$ cat src/sv/suvar_pkg.sv
// Shared types and constants for the smoothed unit-vector axis remap block.
// Used by the controller, the datapath and the top level; no dependencies.
`default_nettype none
package suvar_pkg;

	localparam int unsigned ONE_Q16  = 65536;
	localparam int unsigned UNIT_ONE = 16384;

	// Register indexes of the configuration port.
	localparam logic REG_SMOOTH = 1'b0;
	localparam logic REG_COORD  = 1'b1;

	// Coordinate-system codes; any other code maps as identity.
	localparam logic [1:0] CS_IDENTITY = 2'd0;
	localparam logic [1:0] CS_BASIC    = 2'd1;
	localparam logic [1:0] CS_TILT     = 2'd2;

	typedef struct packed {
		logic       load;
		logic       filt_mul;
		logic       filt_acc;
		logic [1:0] axis;
		logic       norm_init;
		logic       shift;
		logic       sq;
		logic       sqrt_step;
		logic       div_init;
		logic       div_step;
		logic       div_store;
		logic       out_load;
	} suvar_cmd_t;

	typedef struct packed {
		logic zero;
		logic normed;
	} suvar_stat_t;

endpackage
`default_nettype wire

$ cat src/sv/suvar_ctrl.sv
// Sequencing state machine for the smoothed unit-vector axis remap block.
// Depends on suvar_pkg for the command and status structs.
`default_nettype none
module suvar_ctrl
	import suvar_pkg::*;
(
	input  wire         clk,
	input  wire         arst_n,
	input  wire         in_valid,
	output logic        in_ready,
	output logic        out_valid,
	input  wire         out_ready,
	input  suvar_stat_t stat,
	output suvar_cmd_t  cmd
);

	typedef enum logic [9:0] {
		ST_IDLE  = 10'b0000000001,
		ST_FMUL  = 10'b0000000010,
		ST_FACC  = 10'b0000000100,
		ST_NINIT = 10'b0000001000,
		ST_SHIFT = 10'b0000010000,
		ST_SQ    = 10'b0000100000,
		ST_SQRT  = 10'b0001000000,
		ST_DIVI  = 10'b0010000000,
		ST_DIV   = 10'b0100000000,
		ST_DONE  = 10'b1000000000
	} state_t;

	state_t     state_q, state_d;
	logic [4:0] cnt_q, cnt_d;
	logic       out_valid_q;

	assign in_ready  = (state_q == ST_IDLE);
	assign out_valid = out_valid_q;

	always_comb begin
		state_d = state_q;
		cnt_d   = cnt_q;
		cmd     = '0;
		cmd.axis = cnt_q[1:0];
		case (state_q)
			ST_IDLE: begin
				if (in_valid) begin
					cmd.load = 1'b1;
					cnt_d    = '0;
					state_d  = ST_FMUL;
				end
			end
			ST_FMUL: begin
				cmd.filt_mul = 1'b1;
				state_d      = ST_FACC;
			end
			ST_FACC: begin
				cmd.filt_acc = 1'b1;
				if (cnt_q == 5'd2) begin
					cnt_d   = '0;
					state_d = ST_NINIT;
				end else begin
					cnt_d   = cnt_q + 5'd1;
					state_d = ST_FMUL;
				end
			end
			ST_NINIT: begin
				cmd.norm_init = 1'b1;
				state_d       = ST_SHIFT;
			end
			ST_SHIFT: begin
				if (stat.zero) begin
					state_d = ST_DONE;
				end else if (stat.normed) begin
					cnt_d   = '0;
					state_d = ST_SQ;
				end else begin
					cmd.shift = 1'b1;
				end
			end
			ST_SQ: begin
				cmd.sq = 1'b1;
				if (cnt_q == 5'd2) begin
					cnt_d   = '0;
					state_d = ST_SQRT;
				end else begin
					cnt_d = cnt_q + 5'd1;
				end
			end
			ST_SQRT: begin
				cmd.sqrt_step = 1'b1;
				cnt_d         = cnt_q + 5'd1;
				if (cnt_q == 5'd31) begin
					state_d = ST_DIVI;
				end
			end
			ST_DIVI: begin
				cmd.div_init = 1'b1;
				cnt_d        = '0;
				state_d      = ST_DIV;
			end
			ST_DIV: begin
				cmd.div_step = 1'b1;
				if (cnt_q == 5'd14) begin
					cmd.div_store = 1'b1;
					state_d       = ST_DONE;
				end else begin
					cnt_d = cnt_q + 5'd1;
				end
			end
			ST_DONE: begin
				if (!out_valid_q || out_ready) begin
					cmd.out_load = 1'b1;
					state_d      = ST_IDLE;
				end
			end
			default: begin
				state_d = ST_IDLE;
			end
		endcase
	end

	always_ff @(posedge clk or negedge arst_n) begin
		if (!arst_n) begin
			state_q     <= ST_IDLE;
			cnt_q       <= '0;
			out_valid_q <= 1'b0;
		end else begin
			state_q <= state_d;
			cnt_q   <= cnt_d;
			if (cmd.out_load) begin
				out_valid_q <= 1'b1;
			end else if (out_ready) begin
				out_valid_q <= 1'b0;
			end
		end
	end

endmodule
`default_nettype wire

$ cat config.mk
export PLATFORM = sky130hd
export DESIGN_NAME = suvar_ctrl
export DESIGN_NICKNAME = d
export VERILOG_FILES = /design/src/sv/suvar_pkg.sv /design/src/sv/suvar_ctrl.sv
export SDC_FILE = /design/constraint.sdc
export NUM_CORES = 1
export LEC_CHECK = 0
export BUFFER_PORTS_ARGS = -buffer_cell sky130_fd_sc_hd__buf_2
export CORE_MARGIN = 3
export CORE_UTILIZATION = 35
export DETAILED_ROUTE_END_ITERATION = 12
export GPL_TIMING_DRIVEN = 0
export PLACE_DENSITY = 0.54
export SYNTH_ARGS = -nofsm -noshare
export SYNTH_HDL_FRONTEND = slang
export SYNTH_SLANG_ARGS = --single-unit
$ cat constraint.sdc
create_clock -name clk -period 2.5 [get_ports clk]
set_input_delay 0.375 -clock clk [delete_from_list [all_inputs] [get_ports clk]]
set_output_delay 0.375 -clock clk [all_outputs]
set_load 0.1 [all_outputs]
# Word level (Yosys, flattened, before mapping)
# Cells that the tools add are included.
# W data, S select, Z words.
[classes]
n_div = 0
n_mul = 0
order_cmp = 0
reduce_logical = 7
mux = 32
n_shift = 0
bitwise_logic = 0
addsub = 1
n_eq_ne = 22
[op_table]
columns = ["operator", "n"]
rows = [
  ["$pmux W10 S10", 1],
  ["$mux W10", 7],
  ["$pmux W5 S6", 1],
  ["$mux W5", 5],
  ["$mux W1", 16],
  ["$ne A2 B2 Y1 const B", 8],
  ["$eq A10 B1 Y1 const B", 1],
  ["$eq A10 B10 Y1 const B", 1],
  ["$eq A10 B2 Y1 const B", 1],
  ["$eq A10 B3 Y1 const B", 1],
  ["$eq A10 B4 Y1 const B", 1],
  ["$eq A10 B5 Y1 const B", 1],
  ["$eq A10 B6 Y1 const B", 1],
  ["$eq A10 B7 Y1 const B", 1],
  ["$eq A10 B8 Y1 const B", 1],
  ["$eq A10 B9 Y1 const B", 1],
  ["$reduce_and A6 Y1", 1],
  ["$reduce_bool A6 Y1", 1],
  ["$add A5 B1 Y5 const B", 1],
  ["$eq A5 B2 Y1 const B", 1],
  ["$eq A5 B4 Y1 const B", 1],
  ["$eq A5 B5 Y1 const B", 1],
  ["$reduce_and A5 Y1", 1],
  ["$mux W4", 1],
  ["6 further kinds", 6],
]
[totals]
latchBits = 0
input_bits = 6
regBits = 16
memories = 0
mem_bits_rw = 0
rom_bits = 0
output_inout_bits = 15

# Logic depth before layout (Yosys ltp)
[logic_depth]
ltp_word = 5
depth_mapped = 7
mapped_depth_nobuf = 7

# Least setup slack after synthesis
# OpenSTA, ideal clock, no wires.
[synth_path]
kind = "flip-flop to flip-flop"
from = "register state_q[6]"
to = "register state_q[3]"
path_buffers = 1
path_stages_with_launch = 6
slack_ps = -2138
synth_period_minus_slack_ps = 4638
t_required_ps = 2414
arrival_ps = 4552
cell_sequence = "dfrtp_1 -> buf_2 -> nor3_4 -> nand3_1 -> nor4b_1 -> and2_1"
[synth_via]
elab_chain_len = 3
[synth_lines]
columns = ["item", "line", "text"]
rows = [
  ["from (decl)", "suvar_ctrl.sv:30", "state_t state_q, state_d;"],
  ["from (signal assigned)", "suvar_ctrl.sv:126", "state_q <= state_d;"],
  ["$eq A10 B5 Y1, or another cell as far along", "suvar_ctrl.sv:42", "case (state_q)"],
  ["$ne A3 B3 Y1 (no source line) / $ne A2 B2 Y1 (equally long branches)", "-", ""],
  ["$reduce_and A6 Y1 (no source line)", "-", ""],
]
# Several ways; a longest one is shown, not always the timed one.
# A chain may end at the register's enable or synchronous reset.

==> results.cfg <==
[pwr]
p_leak_nw = 0.754
switching_share_pct = 51.1
p_int_mw = 0.655
power_frac_seq_pct = 26.5
power.share.combinational_pct = 59.9
totalPowerFinal_mw = 1.34
ir_worst_vdd_uv = 500
clock_power_share_pct = 13.6
power_switching_mw = 0.685
p_per_area_mw_per_mm2 = 841

[critical_path]
startpoint_type = flop
worst_ep_arrival_time_ns = 2.07
cp_max_fo = 10
rrSetupSlack_ns = 0.22
end_kind = output port
required_ns = 2.12
crit_type = reg2out

[yosys]
async_flop_share_pct = 100
ys_seq_area_share_pct = 32.7
ys_warn_count = 0
ys_types = 45
avgSynthCellArea_sq_um = 9.46
syn-cell-area_sq_mm = 0.00123
synth_nets = 139
synth_seq_cells = 16
synth_cells = 130
synth_edf_count = 0
synthFlopType = dfrtp_1

[sta]
setup_viol = 0
fin_crit_sh_pct = 97.7
whs_ns = 0.366
worst_pin_slew_ns = 0.629
rsz0062_at_grt = yes
slew_headroom_pct = 57.4
skew_ns = 0.00526
hold_viol = 0
setup_ws_ns = 0.0567
timing.fmax_mhz = 409
layout_min_cycle_time_ns = 2.44
finalMaxSlewViolations = 0
tns_ns = 0

[global_routing]
grt_max_degree = 17
track_usage_pct = 16.2
grt_pass1_vias = 1101
gr-total-overflow = 0
grt_util_met3_pct = 3.25
use_met1_pct = 21.4
grt_antenna_before_repair = 0
use_met2_pct = 27.1
grt-busiest-layer = met2
grt_pass1_wl_um = 5400

[clock_tree]
ctsLongestPathBuffers = 2
clock_sinks = 16
clk_pin_slew_ns = 0.11
numCtsBuffers = 3
cts_tree = built
clock_latency_ns = 0.30
root_buffer = clkbuf_4
h-tree-depth = 1

[cells_and_area]
drive_above_1_share_pct = 40.0
area_delta_synth_final_pct = 29.6
fin_util_pct = 49.8
antenna_cells = 0
nets = 170

[routing]
vias = 1140
drc = 0
routed_wl_um = 3310
wl_per_cell_um = 16.2
via_per_inst = 5.59
firstDrtPassIters = 4
drtAntennaViolNets = 0
first_iter_violations = 58

[floorplan]
pin_count = 21
rows = 20
core_area_sq_mm = 0.00320
die_w_um = 65.3
die_area_sq_mm = 0.00426
die_h_um = 65.3
start_util_pct = 38.4

[placement]
io_buffers = 20
pre_cts_ws_ns = -0.290
place.gp.congestion = 0.819
post-dp-hpwl_um = 2350

[min_path]
hold_class = in2reg

[run]
max-cap-violations = 0

[run_status]
outcome = complete, no violations
==> power groups by stage <==
stage | clock network, mW | registers, mW | logic [mW]
after floorplan | 0 | 0.328 | 0.635
after global placement | 0 | 0.343 | 0.752
after detailed placement | 0 | 0.346 | 0.753
after CTS | 0.188 | 0.352 | 0.790
after global routing | 0.198 | 0.360 | 0.846
final | 0.182 | 0.355 | 0.803
==> critical path, cell delays in order (launching register included) <==
cell and delay (ns):
dfrtp_1 0.44, buf_6 0.17, or4_4 0.55, nor4_4 0.34
buf_6 0.27
==> final cells by class <==
class / count / area (sq um)
fillers: 319 / 1610
multi-input cells: 102 / 858
repair buffers: 26 / 178
clock buffers: 4 / 36.3
inverters: 5 / 18.8
flip-flops and latches: 16 / 402
well taps: 44 / 55.1
plain buffers: 7 / 46.3
==> sequential cells by signal (all words and copies together) (netlist names) <==
register / count
out_valid: 1
state_q: 10
cnt_q: 5
==> kinds of logic after synthesis <==
| logic type | count (synthesis) | share of synthesized area, % |
|---|---|---|
| xor+xnor | 4 | 2.85 |
| mux | 3 | 3.66 |
| buf+inv | 12 | 5.29 |
| fa+ha+maj | 3 | 3.05 |
| compound gates | 21 | 13.5 |
| simple gates | 71 | 39.0 |
| flops | 16 | 32.7 |
==> cell usage in the layout (no fill, tap or decap), types with 2 or more instances in the layout <==
cell,Yosys,final
buf_6,1,5
nor4b_4,0,2
nor3_4,1,2
o22ai_1,2,2
nand3_1,6,5
o21ai_0,2,2
or2_2,3,3
or3_1,2,2
mux2_4,3,3
a21oi_1,5,5
nor2_4,0,2
nor3_1,4,3
ha_1,3,3
nor2b_1,7,5
nor3b_1,4,3
or4_1,3,3
buf_2,4,18
dfrtp_1,15,15
xnor2_1,2,2
clkbuf_4,0,5
nand2b_1,8,8
o32ai_1,2,2
nor2_1,7,4
nand2_1,4,4
buf_4,2,7
a21o_1,3,3
nand4_1,4,4
inv_1,5,5
nor2_2,1,2
xor2_1,2,2
nor4b_1,6,3
==> synthesized netlist by cell type (2+ instances only) <==
cell | n | area (sq um)
nor3_1 | 4 | 20.0
nor2_1 | 7 | 26.3
nor4b_1 | 6 | 52.6
nand3_1 | 6 | 30.0
or4_1 | 3 | 22.5
o21ai_0 | 2 | 10.0
nor3b_1 | 4 | 30.0
a21oi_1 | 5 | 25.0
ha_1 | 3 | 37.5
nand2_1 | 4 | 15.0
buf_4 | 2 | 15.0
nor2b_1 | 7 | 43.8
xor2_1 | 2 | 17.5
dfrtp_1 | 15 | 375
and4_1 | 2 | 17.5
buf_2 | 4 | 20.0
and2_1 | 2 | 12.5
o32ai_1 | 2 | 17.5
mux2_4 | 3 | 45.0
inv_1 | 5 | 18.8
or3_1 | 2 | 12.5
nand4_1 | 4 | 25.0
nand2b_1 | 8 | 50.1
a21o_1 | 3 | 22.5
or2_2 | 3 | 18.8
xnor2_1 | 2 | 17.5
o22ai_1 | 2 | 12.5
==> final timing paths <==
| path | start | end | cells after the start |
|---|---|---|---|
| max in group asynchronous | arst_n | state_q[0] | 2 |
| hold reg to reg | out_valid | out_valid | 2 |
| setup / recovery | state_q[5] | cmd[1] | 4 |
| setup reg to reg | state_q[5] | cnt_q[4] | 7 |
| min in group asynchronous | arst_n | state_q[4] | 2 |
| hold / removal | in_valid | state_q[0] | 4 |
==> per-layer routing <==
metal,vias up,part of all wire (%)
met5,-,0
met4,0,1.4
met1,550,46
met2,32,47
met3,6,5.3
li1,552,-
==> what timing repair did <==
item / 4_1_cts / 5_1_grt
endpoints found under the setup margin: 10 / 7
hold buffers: 1 / 0
buffers inserted: 2 / 3
pin swaps: 1 / 2
gates resized for setup: 11 / 6
hold endpoints to repair: 7 / 0
==> through the flow <==
stage	instances	area, sq um
floorplan	130	1290
global placement	194	1450
detailed placement	194	1450
CTS	201	1550
global route	204	1590
finish	204	1590
(Power assumes the default switching activity.)
